File: config.mk
export PLATFORM = sky130hd
export DESIGN_NAME = frame_parser_xor_checksum
export DESIGN_NICKNAME = d
export VERILOG_FILES = /design/src/rtl/fpx_pkg.sv /design/src/rtl/frame_parser_xor_checksum.sv
export SDC_FILE = /design/constraint.sdc
export NUM_CORES = 1
export LEC_CHECK = 0
export BUFFER_PORTS_ARGS = -buffer_cell sky130_fd_sc_hd__buf_2
export CORE_ASPECT_RATIO = 0.9
export CORE_MARGIN = 10
export CORE_UTILIZATION = 40
export CTS_CLUSTER_SIZE = 40
export DETAILED_ROUTE_END_ITERATION = 16
export HOLD_SLACK_MARGIN = 0.02
export SLEW_MARGIN = 20
export SYNTH_ARGS = -nofsm -noshare
export SYNTH_HDL_FRONTEND = slang
export SYNTH_SLANG_ARGS = --single-unit
File: constraint.sdc
create_clock -name i_clk -period 6.9 [get_ports i_clk]
set_clock_uncertainty 0.1 [all_clocks]
set_input_delay 0.345 -clock i_clk [delete_from_list [all_inputs] [get_ports i_clk]]
set_output_delay 0.345 -clock i_clk [all_outputs]
set_load 0.005 [all_outputs]
File: src/rtl/fpx_pkg.sv
// Package for the serial frame deframer with XOR payload checksum.
// Holds the phase and status codes, register indexes and the result type.
// No dependencies.
`default_nettype none

package fpx_pkg;

    localparam int unsigned BYTE_W = 8;
    localparam int unsigned CFG_IDX_W = 2;

    typedef enum logic [2:0] {
        PH_HUNT,
        PH_SENDER,
        PH_DEST,
        PH_TYPE,
        PH_LENGTH,
        PH_PAYLOAD,
        PH_CHECKSUM,
        PH_END
    } t_phase;

    localparam logic [1:0] ST_OK       = 2'd0;
    localparam logic [1:0] ST_BAD_END  = 2'd1;
    localparam logic [1:0] ST_TOO_LONG = 2'd2;
    localparam logic [1:0] ST_BAD_SUM  = 2'd3;

    localparam logic KIND_PAYLOAD = 1'b0;
    localparam logic KIND_REPORT  = 1'b1;

    localparam logic [CFG_IDX_W-1:0] CFG_START_MARKER = 2'd0;
    localparam logic [CFG_IDX_W-1:0] CFG_END_MARKER   = 2'd1;
    localparam logic [CFG_IDX_W-1:0] CFG_MAX_LENGTH   = 2'd2;

    localparam logic [BYTE_W-1:0] RST_START_MARKER = 8'd2;
    localparam logic [BYTE_W-1:0] RST_END_MARKER   = 8'd3;
    localparam logic [BYTE_W-1:0] RST_MAX_LENGTH   = 8'd34;

    typedef struct packed {
        logic              kind;
        logic [BYTE_W-1:0] payload_byte;
        logic [BYTE_W-1:0] sender_addr;
        logic [BYTE_W-1:0] dest_addr;
        logic [BYTE_W-1:0] node_type;
        logic [BYTE_W-1:0] frame_length;
        logic [1:0]        status;
    } t_result;

endpackage

`default_nettype wire

File: src/rtl/frame_parser_xor_checksum.sv
// Serial frame deframer with XOR payload checksum, top level.
// Depends on fpx_pkg.
//
// Takes one received byte per item, one item per cycle while o_in_stall is low,
// and parses frames of the form start, sender, dest, node type, length, payload,
// checksum, end. Each payload byte comes out as a result item of kind 0; the end
// byte yields one report item of kind 1 with the header fields and a status (ok,
// bad end byte, checksum mismatch); a length above max_length is reported at
// once with status too long. Every byte updates the parser state in the cycle it
// is accepted and any result is registered in the output register, or in the
// skid register when the output stalls. A one-entry skid register keeps input
// flowing while a result waits; o_in_stall rises only when both the output and
// the skid register are full. Configuration writes apply from the next byte on.
`default_nettype none

module frame_parser_xor_checksum
    import fpx_pkg::*;
(
    input  wire logic                 i_clk,
    input  wire logic                 i_rst_n,

    input  wire logic                 i_cfg_we,
    input  wire logic [CFG_IDX_W-1:0] i_cfg_index,
    input  wire logic [BYTE_W-1:0]    i_cfg_data,

    input  wire logic                 i_in_valid,
    output logic                      o_in_stall,
    input  wire logic [BYTE_W-1:0]    i_rx_byte,

    output logic                      o_out_valid,
    input  wire logic                 i_out_stall,
    output logic                      o_kind,
    output logic [BYTE_W-1:0]         o_payload_byte,
    output logic [BYTE_W-1:0]         o_sender_addr,
    output logic [BYTE_W-1:0]         o_dest_addr,
    output logic [BYTE_W-1:0]         o_node_type,
    output logic [BYTE_W-1:0]         o_frame_length,
    output logic [1:0]                o_status
);

    logic [BYTE_W-1:0] r_start_marker, r_end_marker, r_max_length;

    t_phase            r_phase, n_phase;
    logic [BYTE_W-1:0] r_sender, n_sender;
    logic [BYTE_W-1:0] r_dest, n_dest;
    logic [BYTE_W-1:0] r_type, n_type;
    logic [BYTE_W-1:0] r_length, n_length;
    logic [BYTE_W-1:0] r_bytes_left, n_bytes_left;
    logic [BYTE_W-1:0] r_xor, n_xor;
    logic              r_sum_bad, n_sum_bad;

    logic              r_out_valid, n_out_valid;
    t_result           r_out, n_out;
    logic              r_skid_valid, n_skid_valid;
    t_result           r_skid, n_skid;

    logic              in_accept;
    logic              out_free;
    logic              res_valid;
    t_result           res;

    assign o_in_stall = r_skid_valid;
    assign in_accept  = i_in_valid && !r_skid_valid;
    assign out_free   = !r_out_valid || !i_out_stall;

    // config registers
    always_ff @(posedge i_clk) begin
        if (!i_rst_n) begin
            r_start_marker <= RST_START_MARKER;
            r_end_marker   <= RST_END_MARKER;
            r_max_length   <= RST_MAX_LENGTH;
        end else if (i_cfg_we) begin
            unique case (i_cfg_index)
                CFG_START_MARKER: r_start_marker <= i_cfg_data;
                CFG_END_MARKER:   r_end_marker   <= i_cfg_data;
                CFG_MAX_LENGTH:   r_max_length   <= i_cfg_data;
                default: ;
            endcase
        end
    end

    // next parser state
    always_comb begin
        n_phase      = r_phase;
        n_sender     = r_sender;
        n_dest       = r_dest;
        n_type       = r_type;
        n_length     = r_length;
        n_bytes_left = r_bytes_left;
        n_xor        = r_xor;
        n_sum_bad    = r_sum_bad;
        if (in_accept) begin
            unique case (r_phase)
                PH_HUNT: begin
                    if (i_rx_byte == r_start_marker) begin
                        n_phase   = PH_SENDER;
                        n_xor     = '0;
                        n_sum_bad = 1'b0;
                    end
                end
                PH_SENDER: begin
                    n_sender = i_rx_byte;
                    n_phase  = PH_DEST;
                end
                PH_DEST: begin
                    n_dest  = i_rx_byte;
                    n_phase = PH_TYPE;
                end
                PH_TYPE: begin
                    n_type  = i_rx_byte;
                    n_phase = PH_LENGTH;
                end
                PH_LENGTH: begin
                    n_length = i_rx_byte;
                    n_xor    = '0;
                    if (i_rx_byte > r_max_length) begin
                        n_phase = PH_HUNT;
                    end else begin
                        n_bytes_left = i_rx_byte;
                        n_phase = (i_rx_byte == '0) ? PH_CHECKSUM : PH_PAYLOAD;
                    end
                end
                PH_PAYLOAD: begin
                    n_xor        = r_xor ^ i_rx_byte;
                    n_bytes_left = r_bytes_left - 1'b1;
                    if (r_bytes_left == 8'd1) begin
                        n_phase = PH_CHECKSUM;
                    end
                end
                PH_CHECKSUM: begin
                    n_sum_bad = (i_rx_byte != r_xor);
                    n_phase   = PH_END;
                end
                PH_END: begin
                    n_phase = PH_HUNT;
                end
                default: n_phase = PH_HUNT;
            endcase
        end
    end

    // result of the accepted byte
    always_comb begin
        res_valid        = 1'b0;
        res.kind         = KIND_REPORT;
        res.payload_byte = '0;
        res.sender_addr  = n_sender;
        res.dest_addr    = n_dest;
        res.node_type    = n_type;
        res.frame_length = n_length;
        res.status       = ST_OK;
        if (in_accept) begin
            unique case (r_phase)
                PH_LENGTH: begin
                    if (i_rx_byte > r_max_length) begin
                        res_valid  = 1'b1;
                        res.status = ST_TOO_LONG;
                    end
                end
                PH_PAYLOAD: begin
                    res_valid        = 1'b1;
                    res.kind         = KIND_PAYLOAD;
                    res.payload_byte = i_rx_byte;
                end
                PH_END: begin
                    res_valid = 1'b1;
                    if (i_rx_byte != r_end_marker) begin
                        res.status = ST_BAD_END;
                    end else if (r_sum_bad) begin
                        res.status = ST_BAD_SUM;
                    end
                end
                default: ;
            endcase
        end
    end

    // output register and skid
    always_comb begin
        n_out_valid  = r_out_valid;
        n_out        = r_out;
        n_skid_valid = r_skid_valid;
        n_skid       = r_skid;
        if (out_free) begin
            if (r_skid_valid) begin
                n_out_valid  = 1'b1;
                n_out        = r_skid;
                n_skid_valid = 1'b0;
            end else begin
                n_out_valid = res_valid;
                n_out       = res;
            end
        end else if (res_valid) begin
            n_skid_valid = 1'b1;
            n_skid       = res;
        end
    end

    always_ff @(posedge i_clk) begin
        if (!i_rst_n) begin
            r_phase      <= PH_HUNT;
            r_sender     <= '0;
            r_dest       <= '0;
            r_type       <= '0;
            r_length     <= '0;
            r_bytes_left <= '0;
            r_xor        <= '0;
            r_sum_bad    <= 1'b0;
            r_out_valid  <= 1'b0;
            r_skid_valid <= 1'b0;
        end else begin
            r_phase      <= n_phase;
            r_sender     <= n_sender;
            r_dest       <= n_dest;
            r_type       <= n_type;
            r_length     <= n_length;
            r_bytes_left <= n_bytes_left;
            r_xor        <= n_xor;
            r_sum_bad    <= n_sum_bad;
            r_out_valid  <= n_out_valid;
            r_skid_valid <= n_skid_valid;
        end
    end

    always_ff @(posedge i_clk) begin
        r_out  <= n_out;
        r_skid <= n_skid;
    end

    assign o_out_valid    = r_out_valid;
    assign o_kind         = r_out.kind;
    assign o_payload_byte = r_out.payload_byte;
    assign o_sender_addr  = r_out.sender_addr;
    assign o_dest_addr    = r_out.dest_addr;
    assign o_node_type    = r_out.node_type;
    assign o_frame_length = r_out.frame_length;
    assign o_status       = r_out.status;

    a_skid_needs_out: assert property (@(posedge i_clk) disable iff (!i_rst_n)
        r_skid_valid |-> r_out_valid)
        else $error("skid holds an item while the output register is empty");

    a_payload_status: assert property (@(posedge i_clk) disable iff (!i_rst_n)
        (r_out_valid && r_out.kind == KIND_PAYLOAD) |-> r_out.status == ST_OK)
        else $error("payload item with nonzero status");

    a_payload_count: assert property (@(posedge i_clk) disable iff (!i_rst_n)
        r_phase == PH_PAYLOAD |-> r_bytes_left != '0)
        else $error("payload phase with no bytes left");

    a_too_long_hunt: assert property (@(posedge i_clk) disable iff (!i_rst_n)
        (in_accept && r_phase == PH_LENGTH && i_rx_byte > r_max_length)
        |=> r_phase == PH_HUNT)
        else $error("length error did not return to hunting");

endmodule

`default_nettype wire
==> summary.md <==
| Metric | Value |
|---|---|
| # resized after CTS | `0` |
| Netlist cell types | `55` |
| Crit Path Max Fanout | `38` |
| Full die area | `approximately 23,000 um^2` |
| Biggest register | `r_skid` |
| # nets final | `661` |
| Die Height | `between 100 and 150 um` |
| HP Class | `input pin to flop` |
| Area share of the largest cell type after synthesis | `0.365` |
| Post-Syn Instances | `570` |
| #FFs+latches synth | `164` |
| Synthesized area | `between 7000 and 8000 um^2` |
| CTS tree | `built` |
| # setup viols final | `0` |
| Overflow after GRT | `0` |
| Die Width | `160 um` |
| Mean Syn Cell Area | `12.4 um^2` |
| Cts bufs inserted | `17` |
| RSZ-0062 raised after global routing | `false` |
| Yosys top cell by area | `edfxtp_1` |
| Util after Layout | `0.467` |
| Synthesized Nets | `603` |
| Antenna diodes | `0` |
| Global placement routability congestion | `0.836` |
| EDFF count, synth | `86` |
| Place WS | `3810 ps` |
| Worst EP arrival | `roughly 2700 ps` |
| Worst vdd ir | `0.166 mV` |
| Starting Density | `0.404` |
| Max reg flops | `43` |
| Startpoint Class | `flop` |
| Area grow syn2layout | `15.6%` |
| Root Buffer | `clkbuf_16` |
| Detail Placement HPWL | `9960 um` |
| Max clock buf depth | `2` |
| Final-layout fill cell count | `between 1,500 and 2,000` |
| Pre-Repair DR Iteration Count | `5` |
| Largest net degree at the start of global routing | `88` |
| Critical setup path kind | `flop to flop` |
| Drt wl/cell | `16.6 um` |
| Routed vias | `4,362` |
| Post CTS Setup Buffer Count | `0` |
| Post-layout min period | `2760 ps` |
| Pwr dens | `242 nW/um^2` |
| Setup TNS | `0 ps` |
| Layout cell share with drive strength beyond 1 | `0.284` |
| CTS HTree Levels | `4` |
| Worst path required time | `between 6000 and 7000 ps` |
| Port Buffers | `67` |
| Core ar. | `~17,000 um^2` |
| # Max-Cap Violations | `0` |
| Register area share after synthesis | `0.586` |
| Ys async rst share | `0` |
| Row cnt | `46` |
| CTS hold repair buffers | `0` |
| Antenna-violating nets left | `0` |
| Vias in the first global route | `between 4,000 and 5,000` |
| Reg clk slew, reported paths | `roughly 60 ps` |
| Number of remaining DRC errors | `0` |
| First-pass GRT wire length | `23,700 um` |
| Initial antenna violation count | `0` |
| Post-route worst setup slack | `roughly 4100 ps` |
| IO Pins | `68` |
| Rel. slew slack | `0.487` |
| Worst setup EP type | `flop` |
| Commonest non-fill, non-tap cell in the layout | `edfxtp_1` |
| Worst-Margin Slew | `770 ps` |
| GRT Util Overall | `0.126` |
| WL final | `14,700 um` |
| DR iter-0 viols | `273` |
| Fmax | `0.363 GHz` |
| Design Area, Final | `8170 um^2` |
| Final hold vios | `0` |
| Most frequent cells in the layout | `edfxtp_1, dfxtp_1, buf_2` |
| Period utilisation layout | `0.399` |
| P_leak | `3.54 nW` |
| Max-slew violations | `0` |
| Area contributors post-synth | `edfxtp_1, dfxtp_1, mux2_2, and2_1, mux2i_1` |
| Placed inst area | `7620 um^2` |
| Synth Warn # | `0` |
| Status | `finished, final reports clean` |
| Main synth FF type | `edfxtp_1` |
| Vias per cell | `4.95` |
| CTS Sinks | `164` |
| Worst-skew pair later-pin latency | `420 ps` |
[cells by family (layout without fill, tap and decap cells)]
kind of cell	Yosys count	in the layout	synth area share
adder cells (fa/ha/maj)	10	10	0.0177
buffers and inverters	48	119	0.0285
XOR/XNOR	25	25	0.0310
flip-flops	164	164	0.586
AO/OA/AOI/OAI	80	80	0.0780
multiplexers	84	84	0.136
AND/OR/NAND/NOR	159	159	0.123
[cell usage after synthesis (3+ instances only)]
master    number
buf_2          5
a21o_1        11
inv_1         14
o21ai_0       29
xnor2_1        8
nand2_1       41
clkbuf_1      25
o211ai_1       7
ha_1          10
edfxtp_1      86
mux2i_1       23
and2_1        40
a21oi_1       10
xor2_1        17
o221a_2        8
nor3_1         3
mux2_2        50
nand4_1        4
nand3_1        5
dfxtp_1       78
mux2_4        11
nor4_1         9
nor2_1        18
nand3b_1       3
nor2b_1       20
[critical path: stages (launching register included)]
cell	delay, ps
dfxtp_1	300
inv_1	50
ha_1	280
nor2b_1	150
o211ai_1	120
a21oi_1	190
o21ai_0	230
a211oi_4	450
buf_4	490
[metrics by stage]
stage          cells  hold slack, ps  total power [mW]
4_1_cts          881            67.8              2.00
3_5_place_dp     849             384              1.12
2_1_floorplan    570             348              1.09
3_3_place_gp     849             374              1.11
6_report         881            87.2              1.98
5_1_grt          881            97.8              2.04
[cell type report]
cell class,count,area (um^2),share of cell area
Multi-Input combinational cell,358,2740,0.335
Tap cell,240,300,0.0367
Timing Repair Buffer,73,380,0.0465
Clock inverter,10,80.1,0.00980
Sequential cell,164,4150,0.507
Inverter,14,52.6,0.00643
Clock buffer,22,474,0.0580
[per-layer routing]
layer  vias to the layer above  global-route usage  wire (um)
li1                       2157                   -          -
met1                      2114               0.154       6530
met2                        75               0.209       7380
met3                        16              0.0309        562
met4                         0              0.0518        189
met5                         -                   0          0
[power breakdown]
group | internal (mW) | total, mW | switching (mW)
clock network | 0.520 | 0.883 | 0.363
registers | 1.02 | 1.02 | 0.00313
logic | 0.0265 | 0.0702 | 0.0437
[worst paths after layout]
check                           slack (ps)  depth (start not counted)            start         endpoint
worst max-delay path                  4140                          8  r_max_length[1]        r_skid[4]
worst min-delay path                    90                          3    i_cfg_data[1]  r_end_marker[1]
worst max register to register        4140                          8  r_max_length[1]        r_skid[4]
worst min register to register         400                          2  r_end_marker[1]  r_end_marker[1]
No activity file was read; power rests on OpenSTA's default activity.
